File: config.mk
export PLATFORM = sky130hd
export DESIGN_NAME = tile_to_quad_vertex_generator
export DESIGN_NICKNAME = d
export VERILOG_FILES = /design/src/rtl/ttqv_pkg.sv /design/src/rtl/ttqv_divider.sv /design/src/rtl/ttqv_vertex_out.sv /design/src/rtl/tile_to_quad_vertex_generator.sv
export VERILOG_INCLUDE_DIRS = /design/src /design/src/rtl
export SDC_FILE = /design/constraint.sdc
export NUM_CORES = 2
export LEC_CHECK = 0
export BUFFER_PORTS_ARGS = -buffer_cell sky130_fd_sc_hd__buf_2
export CAP_MARGIN = 20
export CELL_PAD_IN_SITES_DETAIL_PLACEMENT = 1
export CELL_PAD_IN_SITES_GLOBAL_PLACEMENT = 1
export CORE_MARGIN = 2
export CORE_UTILIZATION = 40
export DETAILED_ROUTE_END_ITERATION = 10
export PLACE_DENSITY = 0.64
export SKIP_LAST_GASP = 1
export SLEW_MARGIN = 20
export SYNTH_ARGS = -nofsm -noshare
export SYNTH_HDL_FRONTEND = slang
export SYNTH_HIERARCHICAL = 1
export SYNTH_SLANG_ARGS = --single-unit
File: constraint.sdc
create_clock -name aclk -period 113.9 [get_ports aclk]
set_input_delay 22.78 -clock aclk [delete_from_list [all_inputs] [get_ports aclk]]
set_output_delay 22.78 -clock aclk [all_outputs]
set_load 0.01 [all_outputs]
File: src/rtl/tile_to_quad_vertex_generator_macros.svh
`ifndef TILE_TO_QUAD_VERTEX_GENERATOR_MACROS_SVH
`define TILE_TO_QUAD_VERTEX_GENERATOR_MACROS_SVH

// same-cycle implication, clocked on aclk, off during reset
`define TTQV_ASSERT_IMPL(label, ante, cons, msg) \
    label: assert property (@(posedge aclk) disable iff (!aresetn) (ante) |-> (cons)) \
        else $error(msg);

// next-cycle implication
`define TTQV_ASSERT_NEXT(label, ante, cons, msg) \
    label: assert property (@(posedge aclk) disable iff (!aresetn) (ante) |=> (cons)) \
        else $error(msg);

`endif

File: src/rtl/ttqv_pkg.sv
`timescale 1ns / 1ps

package ttqv_pkg;

    localparam int unsigned MAP_SIZE   = 4096;
    localparam int unsigned QUAD_VERTS = 6;

    localparam int COL_W   = 12;
    localparam int RAW_W   = 32;
    localparam int ID_W    = 29;
    localparam int WH_W    = 9;
    localparam int COLS_W  = 13;
    localparam int XY_W    = 21;
    localparam int TV_W    = 38;
    localparam int BEAT_W  = 3;
    localparam int CFG_IDX_W  = 4;
    localparam int CFG_DATA_W = 32;

    localparam int DIV_STEPS = ID_W;

    localparam logic [RAW_W-1:0] ID_MASK = 32'h1FFF_FFFF;

    localparam logic [BEAT_W-1:0] LAST_BEAT = BEAT_W'(QUAD_VERTS - 1);

    localparam logic [CFG_IDX_W-1:0] CFG_FIRST_ID_SET0    = 4'd0;
    localparam logic [CFG_IDX_W-1:0] CFG_TILE_WIDTH_SET0  = 4'd1;
    localparam logic [CFG_IDX_W-1:0] CFG_TILE_HEIGHT_SET0 = 4'd2;
    localparam logic [CFG_IDX_W-1:0] CFG_COLUMNS_SET0     = 4'd3;
    localparam logic [CFG_IDX_W-1:0] CFG_FIRST_ID_SET1    = 4'd4;
    localparam logic [CFG_IDX_W-1:0] CFG_TILE_WIDTH_SET1  = 4'd5;
    localparam logic [CFG_IDX_W-1:0] CFG_TILE_HEIGHT_SET1 = 4'd6;
    localparam logic [CFG_IDX_W-1:0] CFG_COLUMNS_SET1     = 4'd7;

    localparam logic [1:0] CORNER_TL = 2'd0;
    localparam logic [1:0] CORNER_TR = 2'd1;
    localparam logic [1:0] CORNER_BR = 2'd2;
    localparam logic [1:0] CORNER_BL = 2'd3;

    localparam logic [1:0] CORNER_OF_VERTEX [QUAD_VERTS] = '{
        CORNER_TL, CORNER_TR, CORNER_BR, CORNER_BR, CORNER_BL, CORNER_TL
    };

    typedef struct packed {
        logic right;
        logic bottom;
    } corner_flags_t;

    typedef struct packed {
        logic            sel;
        logic [XY_W-1:0] sx0;
        logic [XY_W-1:0] sy0;
    } side_t;

    typedef struct packed {
        logic            sel;
        logic [XY_W-1:0] sx0;
        logic [XY_W-1:0] sx1;
        logic [XY_W-1:0] sy0;
        logic [XY_W-1:0] sy1;
        logic [XY_W-1:0] tu0;
        logic [XY_W-1:0] tu1;
        logic [TV_W-1:0] tv0;
        logic [TV_W-1:0] tv1;
    } tile_t;

    function automatic corner_flags_t corner_flags(input logic [BEAT_W-1:0] beat);
        corner_flags_t f;
        logic [1:0]    c;
        c = (beat <= LAST_BEAT) ? CORNER_OF_VERTEX[beat] : CORNER_TL;
        f.right  = (c == CORNER_TR) || (c == CORNER_BR);
        f.bottom = (c == CORNER_BR) || (c == CORNER_BL);
        return f;
    endfunction

endpackage

File: src/rtl/ttqv_divider.sv
`timescale 1ns / 1ps

module ttqv_divider import ttqv_pkg::*; (
    input  logic              aclk,
    input  logic              aresetn,
    input  logic              en,
    input  logic              in_valid,
    input  logic [ID_W-1:0]   in_dividend,
    input  logic [COLS_W-1:0] in_divisor,
    input  side_t             in_side,
    output logic              out_valid,
    output logic [ID_W-1:0]   out_quot,
    output logic [COLS_W-1:0] out_rem,
    output side_t             out_side
);

    // one restoring step per stage, quotient shifts in behind the dividend
    logic              vld_reg  [DIV_STEPS];
    logic [ID_W-1:0]   work_reg [DIV_STEPS];
    logic [COLS_W-1:0] rem_reg  [DIV_STEPS];
    logic [COLS_W-1:0] dvs_reg  [DIV_STEPS];
    side_t             side_reg [DIV_STEPS];

    logic              vld_next  [DIV_STEPS];
    logic [ID_W-1:0]   work_next [DIV_STEPS];
    logic [COLS_W-1:0] rem_next  [DIV_STEPS];
    logic [COLS_W-1:0] dvs_next  [DIV_STEPS];
    side_t             side_next [DIV_STEPS];

    always_comb begin
        logic              v;
        logic [ID_W-1:0]   w;
        logic [COLS_W-1:0] r;
        logic [COLS_W-1:0] d;
        side_t             sd;
        logic [COLS_W:0]   trial;
        logic [COLS_W:0]   diff;
        logic              fits;
        for (int k = 0; k < DIV_STEPS; k++) begin
            if (k == 0) begin
                v  = in_valid;
                w  = in_dividend;
                r  = '0;
                d  = in_divisor;
                sd = in_side;
            end else begin
                v  = vld_reg[k-1];
                w  = work_reg[k-1];
                r  = rem_reg[k-1];
                d  = dvs_reg[k-1];
                sd = side_reg[k-1];
            end
            trial = {r, w[ID_W-1]};
            diff  = trial - {1'b0, d};
            fits  = trial >= {1'b0, d};
            vld_next[k]  = v;
            work_next[k] = {w[ID_W-2:0], fits};
            rem_next[k]  = fits ? diff[COLS_W-1:0] : trial[COLS_W-1:0];
            dvs_next[k]  = d;
            side_next[k] = sd;
        end
    end

    always_ff @(posedge aclk) begin
        if (!aresetn) begin
            for (int k = 0; k < DIV_STEPS; k++) begin
                vld_reg[k] <= 1'b0;
            end
        end else if (en) begin
            vld_reg <= vld_next;
        end
    end

    always_ff @(posedge aclk) begin
        if (en) begin
            work_reg <= work_next;
            rem_reg  <= rem_next;
            dvs_reg  <= dvs_next;
            side_reg <= side_next;
        end
    end

    assign out_valid = vld_reg[DIV_STEPS-1];
    assign out_quot  = work_reg[DIV_STEPS-1];
    assign out_rem   = rem_reg[DIV_STEPS-1];
    assign out_side  = side_reg[DIV_STEPS-1];

endmodule

File: src/rtl/ttqv_vertex_out.sv
`timescale 1ns / 1ps

module ttqv_vertex_out import ttqv_pkg::*; (
    input  logic            aclk,
    input  logic            aresetn,
    input  logic            tile_valid,
    output logic            tile_ready,
    input  tile_t           tile,
    output logic            m_valid,
    input  logic            m_ready,
    output logic [XY_W-1:0] m_screen_x,
    output logic [XY_W-1:0] m_screen_y,
    output logic [XY_W-1:0] m_texel_u,
    output logic [TV_W-1:0] m_texel_v,
    output logic            m_tileset_sel,
    output logic            m_last_vertex
);

    logic              buf_valid_reg;
    logic [BEAT_W-1:0] vertex_beat_reg;
    logic [XY_W-1:0]   corner_left_reg, corner_right_reg;
    logic [XY_W-1:0]   corner_top_reg, corner_bottom_reg;
    logic [XY_W-1:0]   tex_left_reg, tex_right_reg;
    logic [TV_W-1:0]   tex_top_reg, tex_bottom_reg;
    logic              held_set_reg;

    logic              m_valid_reg;
    logic [XY_W-1:0]   m_screen_x_reg, m_screen_y_reg, m_texel_u_reg;
    logic [TV_W-1:0]   m_texel_v_reg;
    logic              m_tileset_sel_reg, m_last_vertex_reg;

    logic              out_load, buf_done, tile_take;
    corner_flags_t     flags;

    assign out_load   = buf_valid_reg && (!m_valid_reg || m_ready);
    assign buf_done   = out_load && (vertex_beat_reg == LAST_BEAT);
    assign tile_ready = !buf_valid_reg || buf_done;
    assign tile_take  = tile_valid && tile_ready;
    assign flags      = corner_flags(vertex_beat_reg);

    always_ff @(posedge aclk) begin
        if (!aresetn) begin
            buf_valid_reg   <= 1'b0;
            vertex_beat_reg <= '0;
            m_valid_reg     <= 1'b0;
        end else begin
            if (tile_take) begin
                buf_valid_reg <= 1'b1;
            end else if (buf_done) begin
                buf_valid_reg <= 1'b0;
            end
            if (out_load) begin
                vertex_beat_reg <= buf_done ? '0 : vertex_beat_reg + 1'b1;
            end
            if (out_load) begin
                m_valid_reg <= 1'b1;
            end else if (m_ready) begin
                m_valid_reg <= 1'b0;
            end
        end
    end

    always_ff @(posedge aclk) begin
        if (tile_take) begin
            corner_left_reg   <= tile.sx0;
            corner_right_reg  <= tile.sx1;
            corner_top_reg    <= tile.sy0;
            corner_bottom_reg <= tile.sy1;
            tex_left_reg      <= tile.tu0;
            tex_right_reg     <= tile.tu1;
            tex_top_reg       <= tile.tv0;
            tex_bottom_reg    <= tile.tv1;
            held_set_reg      <= tile.sel;
        end
        if (out_load) begin
            m_screen_x_reg    <= flags.right  ? corner_right_reg  : corner_left_reg;
            m_screen_y_reg    <= flags.bottom ? corner_bottom_reg : corner_top_reg;
            m_texel_u_reg     <= flags.right  ? tex_right_reg     : tex_left_reg;
            m_texel_v_reg     <= flags.bottom ? tex_bottom_reg    : tex_top_reg;
            m_tileset_sel_reg <= held_set_reg;
            m_last_vertex_reg <= (vertex_beat_reg == LAST_BEAT);
        end
    end

    assign m_valid       = m_valid_reg;
    assign m_screen_x    = m_screen_x_reg;
    assign m_screen_y    = m_screen_y_reg;
    assign m_texel_u     = m_texel_u_reg;
    assign m_texel_v     = m_texel_v_reg;
    assign m_tileset_sel = m_tileset_sel_reg;
    assign m_last_vertex = m_last_vertex_reg;

endmodule

File: src/rtl/tile_to_quad_vertex_generator.sv
`timescale 1ns / 1ps

// Turns map tiles into textured quads: each tile transaction that has a nonzero id (flip
// flags ignored) and falls in a configured tileset comes out as six vertices, two triangles
// over corners TL,TR,BR,BR,BL,TL, the sixth flagged last_vertex; other tiles are dropped.
// A tile is accepted in any cycle the pipeline is not held; the output stage sends one
// vertex per cycle while m_ready is high and takes the next tile as the last vertex of the
// one before is loaded, so the sustained tile rate is set by that stage. A tile passes
// through two front stages, a 29-stage restoring divider for the texture column and row,
// two multiply/add stages, the vertex buffer and the output register.
// Register writes are taken every cycle; an unknown index is ignored.

`include "tile_to_quad_vertex_generator_macros.svh"

module tile_to_quad_vertex_generator import ttqv_pkg::*; (
    input  logic                  aclk,
    input  logic                  aresetn,
    input  logic                  cfg_valid,
    output logic                  cfg_ready,
    input  logic [CFG_IDX_W-1:0]  cfg_index,
    input  logic [CFG_DATA_W-1:0] cfg_data,
    input  logic                  s_valid,
    output logic                  s_ready,
    input  logic [COL_W-1:0]      s_map_col,
    input  logic [COL_W-1:0]      s_map_row,
    input  logic [RAW_W-1:0]      s_raw_tile_id,
    output logic                  m_valid,
    input  logic                  m_ready,
    output logic [XY_W-1:0]       m_screen_x,
    output logic [XY_W-1:0]       m_screen_y,
    output logic [XY_W-1:0]       m_texel_u,
    output logic [TV_W-1:0]       m_texel_v,
    output logic                  m_tileset_sel,
    output logic                  m_last_vertex
);

    logic [ID_W-1:0]   first_id_set0_reg, first_id_set1_reg;
    logic [WH_W-1:0]   tile_width_set0_reg, tile_width_set1_reg;
    logic [WH_W-1:0]   tile_height_set0_reg, tile_height_set1_reg;
    logic [COLS_W-1:0] columns_set0_reg, columns_set1_reg;

    assign cfg_ready = 1'b1;

    always_ff @(posedge aclk) begin
        if (!aresetn) begin
            first_id_set0_reg    <= ID_W'(1);
            tile_width_set0_reg  <= WH_W'(16);
            tile_height_set0_reg <= WH_W'(16);
            columns_set0_reg     <= COLS_W'(16);
            first_id_set1_reg    <= ID_W'(536870911);
            tile_width_set1_reg  <= WH_W'(16);
            tile_height_set1_reg <= WH_W'(16);
            columns_set1_reg     <= COLS_W'(16);
        end else if (cfg_valid) begin
            unique case (cfg_index)
                CFG_FIRST_ID_SET0:    first_id_set0_reg    <= cfg_data[ID_W-1:0];
                CFG_TILE_WIDTH_SET0:  tile_width_set0_reg  <= cfg_data[WH_W-1:0];
                CFG_TILE_HEIGHT_SET0: tile_height_set0_reg <= cfg_data[WH_W-1:0];
                CFG_COLUMNS_SET0:     columns_set0_reg     <= cfg_data[COLS_W-1:0];
                CFG_FIRST_ID_SET1:    first_id_set1_reg    <= cfg_data[ID_W-1:0];
                CFG_TILE_WIDTH_SET1:  tile_width_set1_reg  <= cfg_data[WH_W-1:0];
                CFG_TILE_HEIGHT_SET1: tile_height_set1_reg <= cfg_data[WH_W-1:0];
                CFG_COLUMNS_SET1:     columns_set1_reg     <= cfg_data[COLS_W-1:0];
                default: ;
            endcase
        end
    end

    // whole pipe moves together; held only when its last stage cannot hand over
    logic  advance;
    logic  tile_ready;
    logic  m2_valid_reg;
    tile_t m2_tile_reg;

    assign advance = !m2_valid_reg || tile_ready;
    assign s_ready = advance;

    // stage 1: flag strip, range checks, tileset compares
    logic [RAW_W-1:0] raw_masked;
    logic [ID_W-1:0]  id_in;
    logic             in_map;
    logic             s1_valid_reg, s1_ge0_reg, s1_ge1_reg;
    logic [COL_W-1:0] s1_col_reg, s1_row_reg;
    logic [ID_W-1:0]  s1_id_reg;

    assign raw_masked = s_raw_tile_id & ID_MASK;
    assign id_in      = raw_masked[ID_W-1:0];
    assign in_map     = (32'(s_map_col) < MAP_SIZE) && (32'(s_map_row) < MAP_SIZE);

    always_ff @(posedge aclk) begin
        if (!aresetn) begin
            s1_valid_reg <= 1'b0;
        end else if (advance) begin
            s1_valid_reg <= s_valid && (id_in != '0) && in_map;
        end
    end

    always_ff @(posedge aclk) begin
        if (advance) begin
            s1_col_reg <= s_map_col;
            s1_row_reg <= s_map_row;
            s1_id_reg  <= id_in;
            s1_ge1_reg <= id_in >= first_id_set1_reg;
            s1_ge0_reg <= id_in >= first_id_set0_reg;
        end
    end

    // stage 2: local id, divisor, screen top-left
    logic                   s2_sel;
    logic [ID_W-1:0]        s2_first;
    logic [WH_W-1:0]        s2_w, s2_h;
    logic [COLS_W-1:0]      s2_cols_raw;
    logic [COL_W+WH_W-1:0]  s2_sx_prod, s2_sy_prod;
    logic                   s2_valid_reg;
    logic [ID_W-1:0]        s2_local_reg;
    logic [COLS_W-1:0]      s2_cols_reg;
    side_t                  s2_side_reg;

    assign s2_sel      = s1_ge1_reg;
    assign s2_first    = s2_sel ? first_id_set1_reg    : first_id_set0_reg;
    assign s2_w        = s2_sel ? tile_width_set1_reg  : tile_width_set0_reg;
    assign s2_h        = s2_sel ? tile_height_set1_reg : tile_height_set0_reg;
    assign s2_cols_raw = s2_sel ? columns_set1_reg     : columns_set0_reg;
    assign s2_sx_prod  = s1_col_reg * s2_w;
    assign s2_sy_prod  = s1_row_reg * s2_h;

    always_ff @(posedge aclk) begin
        if (!aresetn) begin
            s2_valid_reg <= 1'b0;
        end else if (advance) begin
            s2_valid_reg <= s1_valid_reg && (s1_ge1_reg || s1_ge0_reg);
        end
    end

    always_ff @(posedge aclk) begin
        if (advance) begin
            s2_local_reg    <= s1_id_reg - s2_first;
            s2_cols_reg     <= (s2_cols_raw == '0) ? COLS_W'(1) : s2_cols_raw;
            s2_side_reg.sel <= s2_sel;
            s2_side_reg.sx0 <= s2_sx_prod[XY_W-1:0];
            s2_side_reg.sy0 <= s2_sy_prod[XY_W-1:0];
        end
    end

    logic              div_valid;
    logic [ID_W-1:0]   div_quot;
    logic [COLS_W-1:0] div_rem;
    side_t             div_side;

    ttqv_divider u_divider (
        .aclk        (aclk),
        .aresetn     (aresetn),
        .en          (advance),
        .in_valid    (s2_valid_reg),
        .in_dividend (s2_local_reg),
        .in_divisor  (s2_cols_reg),
        .in_side     (s2_side_reg),
        .out_valid   (div_valid),
        .out_quot    (div_quot),
        .out_rem     (div_rem),
        .out_side    (div_side)
    );

    // stage M1: texture top-left products, screen far corners
    logic [WH_W-1:0]        m1_w_in, m1_h_in;
    logic [COLS_W+WH_W-1:0] m1_tu_prod;
    logic [ID_W+WH_W-1:0]   m1_tv_prod;
    logic                   m1_valid_reg;
    tile_t                  m1_tile_reg;

    assign m1_w_in    = div_side.sel ? tile_width_set1_reg  : tile_width_set0_reg;
    assign m1_h_in    = div_side.sel ? tile_height_set1_reg : tile_height_set0_reg;
    assign m1_tu_prod = div_rem * m1_w_in;
    assign m1_tv_prod = div_quot * m1_h_in;

    always_ff @(posedge aclk) begin
        if (!aresetn) begin
            m1_valid_reg <= 1'b0;
        end else if (advance) begin
            m1_valid_reg <= div_valid;
        end
    end

    always_ff @(posedge aclk) begin
        if (advance) begin
            m1_tile_reg.sel <= div_side.sel;
            m1_tile_reg.sx0 <= div_side.sx0;
            m1_tile_reg.sx1 <= div_side.sx0 + XY_W'(m1_w_in);
            m1_tile_reg.sy0 <= div_side.sy0;
            m1_tile_reg.sy1 <= div_side.sy0 + XY_W'(m1_h_in);
            m1_tile_reg.tu0 <= m1_tu_prod[XY_W-1:0];
            m1_tile_reg.tu1 <= '0;
            m1_tile_reg.tv0 <= m1_tv_prod[TV_W-1:0];
            m1_tile_reg.tv1 <= '0;
        end
    end

    // stage M2: texture far corners
    logic [WH_W-1:0] m2_w_in, m2_h_in;

    assign m2_w_in = m1_tile_reg.sel ? tile_width_set1_reg  : tile_width_set0_reg;
    assign m2_h_in = m1_tile_reg.sel ? tile_height_set1_reg : tile_height_set0_reg;

    always_ff @(posedge aclk) begin
        if (!aresetn) begin
            m2_valid_reg <= 1'b0;
        end else if (advance) begin
            m2_valid_reg <= m1_valid_reg;
        end
    end

    always_ff @(posedge aclk) begin
        if (advance) begin
            m2_tile_reg.sel <= m1_tile_reg.sel;
            m2_tile_reg.sx0 <= m1_tile_reg.sx0;
            m2_tile_reg.sx1 <= m1_tile_reg.sx1;
            m2_tile_reg.sy0 <= m1_tile_reg.sy0;
            m2_tile_reg.sy1 <= m1_tile_reg.sy1;
            m2_tile_reg.tu0 <= m1_tile_reg.tu0;
            m2_tile_reg.tu1 <= m1_tile_reg.tu0 + XY_W'(m2_w_in);
            m2_tile_reg.tv0 <= m1_tile_reg.tv0;
            m2_tile_reg.tv1 <= m1_tile_reg.tv0 + TV_W'(m2_h_in);
        end
    end

    ttqv_vertex_out u_vertex_out (
        .aclk          (aclk),
        .aresetn       (aresetn),
        .tile_valid    (m2_valid_reg),
        .tile_ready    (tile_ready),
        .tile          (m2_tile_reg),
        .m_valid       (m_valid),
        .m_ready       (m_ready),
        .m_screen_x    (m_screen_x),
        .m_screen_y    (m_screen_y),
        .m_texel_u     (m_texel_u),
        .m_texel_v     (m_texel_v),
        .m_tileset_sel (m_tileset_sel),
        .m_last_vertex (m_last_vertex)
    );

    `TTQV_ASSERT_NEXT(a_tile_continues, m_valid && m_ready && !m_last_vertex, m_valid && (m_tileset_sel == $past(m_tileset_sel)), "vertex run of a tile broken")
    `TTQV_ASSERT_NEXT(a_pipe_end_holds, m2_valid_reg && !tile_ready, m2_valid_reg && $stable(m2_tile_reg), "held tile lost at pipe end")
    `TTQV_ASSERT_IMPL(a_free_when_empty, !m2_valid_reg, s_ready, "pipe stalled with empty last stage")

endmodule

# Word-level counts from Yosys, hierarchy flattened
# Memory sizes are Yosys's and may differ from the RTL's.
# Index checks and enable logic that the tools add are counted.
dict set report totals {
  register_bits 3780
  latch_bits 0
  ram_bits 0
  mem_bits_ro 16
  inputBits 97
  output_inout_bits 106
  wordCells 420
  mem_count 1
}
dict set report classes {
  n_addsub 35
  n_mul 4
  n_div 0
  order_cmp 33
  eq_ne 11
  n_shift 0
  mux 49
  bitwise 1
  n_reduce_logical 27
}
# name words width rd rd_clocked_by_memory_dff write_ports line
set memory_table {}
lappend memory_table {{(no name shown)} 8 2 1 0 0 ttqv_pkg.sv:69} ;# c = (beat <= LAST_BEAT) ? CORNER_OF_VERTEX[beat] : CORNER_TL;
# cell count
set op_table {}
lappend op_table {{$ge A14 B13 Y1} 28}
lappend op_table {{$mux W13} 29}
lappend op_table {{$sub A13 B13 Y13} 28}
lappend op_table {{$add A21 B9 Y21} 3}
lappend op_table {{$mux W21} 3}
lappend op_table {{$ge A29 B29 Y1} 2}
lappend op_table {{$mux W9} 6}
lappend op_table {{$mul A12 B9 Y21} 2}
lappend op_table {{$add A38 B9 Y38} 1}
lappend op_table {{$mul A29 B9 Y38} 1}
lappend op_table {{$mux W38} 1}
lappend op_table {{$mux W29} 1}
lappend op_table {{$reduce_bool A29 Y1} 1}
lappend op_table {{$sub A29 B29 Y29} 1}
lappend op_table {{$mul A13 B9 Y21} 1}
lappend op_table {{$eq A4 B3 Y1 const B} 4}
lappend op_table {{$reduce_and A2 Y1} 8}
lappend op_table {{$ge A1 B13 Y1} 1}
lappend op_table {{$logic_not A13 Y1} 1}
lappend op_table {{$sub A1 B13 Y13} 1}
lappend op_table {{$eq A4 B2 Y1 const B} 2}
lappend op_table {{$logic_or A1 B1 Y1} 6}
lappend op_table {{$mux W2} 3}
lappend op_table {{$logic_and A1 B1 Y1} 5}
lappend op_table {{other kinds (13)} 21}

# Longest topological paths before layout
dict set report depth {
  depth_word 8
  ltp_mapped 23
}

# Cells and area by module
# The synthesis kept the hierarchy.
# module instances cells_each area_each_um2 seq_area_each_um2
set by_module_without_submodules {}
lappend by_module_without_submodules {ttqv_divider 1 5802 108565.4 85532.0}
lappend by_module_without_submodules {tile_to_quad_vertex_generator 1 4053 44108.6 17106.4}
lappend by_module_without_submodules {ttqv_vertex_out 1 454 10706.5 9288.9}

# Worst setup path before layout
# No wires, ideal clock.
dict set report synth_path {
  path_kind {input to output}
  from {input m_ready}
  to {output s_ready}
  arrival_time_ns 87.021
  setup_slack_ns 4.099
  path_stages 4
  path_cell_list {nor2b_1 > o21ai_0 > nor2b_1 > inv_1}
}
dict set report synth_via {
  elab_chain_cells 5
}
# item line
set synth_lines {}
lappend synth_lines {{start: declaration} tile_to_quad_vertex_generator.sv:28} ;# input logic m_ready,
lappend synth_lines {{$logic_or A1 B1 Y1} ttqv_vertex_out.sv:35} ;# assign out_load = buf_valid_reg && (!m_valid_reg || m_ready);
lappend synth_lines {{$logic_and A1 B1 Y1} ttqv_vertex_out.sv:35}
lappend synth_lines {{$logic_and A1 B1 Y1} ttqv_vertex_out.sv:36} ;# assign buf_done = out_load && (vertex_beat_reg == LAST_BEAT);
lappend synth_lines {{$logic_or A1 B1 Y1} ttqv_vertex_out.sv:37} ;# assign tile_ready = !buf_valid_reg || buf_done;
lappend synth_lines {{named net tile_ready} tile_to_quad_vertex_generator.sv:71} ;# logic tile_ready;
lappend synth_lines {{$logic_or A1 B1 Y1} tile_to_quad_vertex_generator.sv:75} ;# assign advance = !m2_valid_reg || tile_ready;
lappend synth_lines {{end: declaration} tile_to_quad_vertex_generator.sv:23} ;# output logic s_ready,
# The timed path passes the listed nets, and every way through them passes these cells.

# Worst setup path after layout
# Same ends and word-level chain as after synthesis.

==> results by group <==
Worst hold path
  – Hold path depth: 0
  – HP Class: reg -> reg
  – Worst hold endpoint: u_divider/side_next[653]$_DFFE_PP_
  – Hold Crit Start: u_divider/side_next[696]$_DFFE_PP_

Logic synthesis
  – Ys Warns: 6
  – Mapped cell area: 0.163 mm2
  – Post-synth EDFFs: 3622
  – Post-synthesis simple-gate area fraction: 0.0581
  – Top FF cell, synth: edfxtp_1
  – Synth Area per Inst: about 16 um2
  – Post-Synth XOR/XNOR Area: 0.0248
  – Mapped Cells: between 10000 and 15000
  – Synth cell types: slightly above 90
  – Register area share after synthesis: 0.685
  – Largest family of logic cells by synthesized area: adder cells
  – Adder-cell share of the synthesized area: 0.106
  – Mux cell area share after synthesis: 0.0435
  – Synth Area in Compound Gates: 0.0510
  – Syn Nets: roughly 12000
  – Post-synth ARST share: 0
  – Synthesis-stage register bit count: ~3800

Finish
  – Nets@finish: between 10000 and 15000
  – Layout cell share with drive strength beyond 1: 0.127
  – Commonest cells after routing, fill and taps aside: edfxtp_1, inv_1, nand2_1, ha_1, fa_1
  – FF+latch area: 0.112 mm2
  – Synthesis-to-finish area growth: 12.2%
  – Number of flip-flops in the largest register: 1204
  – Fill count: around 40000
  – Multi-input gate area: around 0.046 mm2
  – Commonest non-fill, non-tap cell in the layout: edfxtp_1

GRT
  – Largest net degree at the start of global routing: 221
  – Initial antenna violation count: 13
  – Vias in the first global route: between 80000 and 90000
  – Grt total ovfl: 0
  – GRT Total Usage: 0.149
  – First-pass GRT wire length: around 490000 um

STA
  – Fin crit period: 47.01 ns
  – Max-slew violation count: 0
  – Setup TNS: 0 ns
  – Setup Viol. Count Final: 0
  – Clock Skew: between 0.08 and 0.09 ns
  – RSZ-0062 raised after global routing: no
  – Max Freq: 0.0213 GHz
  – Worst-Margin Slew: about 1.1 ns
  – Tcrit/Tclk final: 0.413
  – Min Hold Slack: roughly 0.36 ns
  – Final worst slack: ~67 ns
  – Hold Vio Cnt, Final: 0
  – Max-slew headroom: 0.277

Floorplanning
  – Core area: about 0.41 mm2
  – Num rows: between 200 and 250
  – Die width: between 600 and 700 um
  – Initial Util: 0.402
  – I/O pins: approximately 200
  – Die H: roughly 640 um
  – Die ar.: just over 0.4 mm2

Routing
  – Avg WL per Cell: roughly 19 um
  – DR pass1 iterations: 5
  – Routed vias: about 80000
  – # DRC: 0
  – Vias/cell: 4.87
  – Post-Route WL: slightly above 300000 um
  – ANT nets after route: 0
  – Iter 0 DRT Violations: about 4500

Clock tree
  – Hold-fix buffers at CTS: 0
  – Cts repair resizes: 0
  – Worst skew pair latency: 0.98 ns
  – Post-CTS setup buffer count: 0
  – CTS clk-pin slew, worst paths: ~0.06 ns
  – CTS tree: yes
  – Sink Count: 3780
  – H-tree depth: 5
  – CTS Buffer Depth: 4
  – Root buffer cell: clkbuf_16
  – TritonCTS Buffers: 391

Setup path
  – Reg-to-reg setup timing slack: 106.94 ns
  – Reg2reg end: m2_tile_reg[59]$_DFFE_PP_
  – WS Path Type: in -> out
  – Crit Reg-Reg Startpoint: u_vertex_out/vertex_beat_reg[1]$_SDFFE_PN0P_
  – CP Data Arrival Time: around 24 ns
  – Register-to-Register Path Depth: 13
  – Crit start category: primary input
  – Crit end category: output pin
  – Critical Path RT: roughly 90 ns
  – CP max FO: 25

Power and ir drop
  – Static Leakage: about 72 nW
  – VDD IR max: about 0.014 mV
  – PD cells: ~23 mW/mm2

Place
  – Post-DP HPWL: 219000 um
  – Global placement routability congestion: about 0.83
  – DP Worst Slack: approximately 67 ns
  – Input/output buffers: slightly below 200

Job
  – Max cap viols: 0

Status
  – Outcome: completed
==> area by class of cell <==
type / count / area share
Timing Repair Buffer: 260 / 0.00883
Inverter: 1049 / 0.0215
Antenna cell: 6 / 0.0000819
Multi-Input combinational cell: 5233 / 0.252
Clock buffer: 477 / 0.0558
Sequential cell: 3780 / 0.611
Clock inverter: 245 / 0.0135
Tap cell: 5428 / 0.0371
==> power by group <==
group / switching, mW / internal [mW] / leakage (nW) / total (mW)
combinational: 0.490 / 0.461 / 25.3 / 0.952
sequential: 0.120 / 1.84 / 40.4 / 1.96
clock: 0.534 / 0.711 / 6.13 / 1.25
total: 1.14 / 3.01 / 71.8 / 4.15
==> Yosys cell counts, drive strengths merged, types with 68 or more instances <==
library cell  count  area share
xor2            165      0.0088
ha              671       0.051
clkbuf          131      0.0030
nand2           687       0.016
nor2            231      0.0053
o21ai           206      0.0063
a21o            212      0.0098
nand2b           85      0.0033
dfxtp           158       0.019
mux2i           150      0.0092
mux2            455       0.034
a21oi           286      0.0093
and2            276       0.011
inv            1049       0.024
nor2b           185      0.0071
fa              442       0.054
xnor2           297       0.016
buf             116      0.0049
a21boi           77      0.0035
nor3             87      0.0027
edfxtp         3622        0.67
nand3            93      0.0028
o21a             68      0.0031
==> worst max path at each step <==
stage,from,endpoint,slack [ns]
floorplan,m_ready,s_ready,4.10
global placement,m_ready,s_ready,66.89
detailed placement,m_ready,s_ready,66.91
CTS,m_ready,s_ready,66.90
global route,m_ready,s_ready,66.77
finish,m_ready,s_ready,66.89
==> worst max-delay path, cell delays in order <==
cell     delay (ns)
buf_2          0.10
nor2b_1        0.34
o21ai_0        0.25
nor2b_1        0.16
buf_4          0.22
inv_8          0.10
buf_2          0.20
==> per-stage QoR <==
step / power (mW) / instance area [um2] / std cells / util
3_5_place_dp: 2.93 / 170000 / 15700 / 0.420
6_report: 4.15 / 183000 / 16500 / 0.451
4_1_cts: 4.21 / 183000 / 16500 / 0.451
2_1_floorplan: 2.69 / 163000 / 10300 / -
3_3_place_gp: 2.88 / 170000 / 15700 / 0.419
5_1_grt: 4.38 / 183000 / 16500 / 0.451
==> per-layer routing <==
metal | global-route usage | vias up | share of wire
met5 | 0 | - | 0
met3 | 0.0214 | 518 | 0.034
met2 | 0.267 | 1088 | 0.51
met4 | 0.0457 | 0 | 0.029
li1 | - | 38000 | -
met1 | 0.186 | 40500 | 0.43
==> kinds of logic (layout without fill, tap and decap cells) <==
| family | count (synthesis) | count (layout) |
|---|---|---|
| muxes | 605 | 605 |
| DFF | 3780 | 3780 |
| and+or+nand+nor | 1891 | 1891 |
| buffers and inverters | 1296 | 2031 |
| AOI/OAI and AO/OA | 1161 | 1161 |
| xor gates and xnor gates | 462 | 462 |
| other | 1 | 7 |
| adders and majority gates | 1113 | 1113 |
Note: power is estimated with default switching activity, not from simulation.
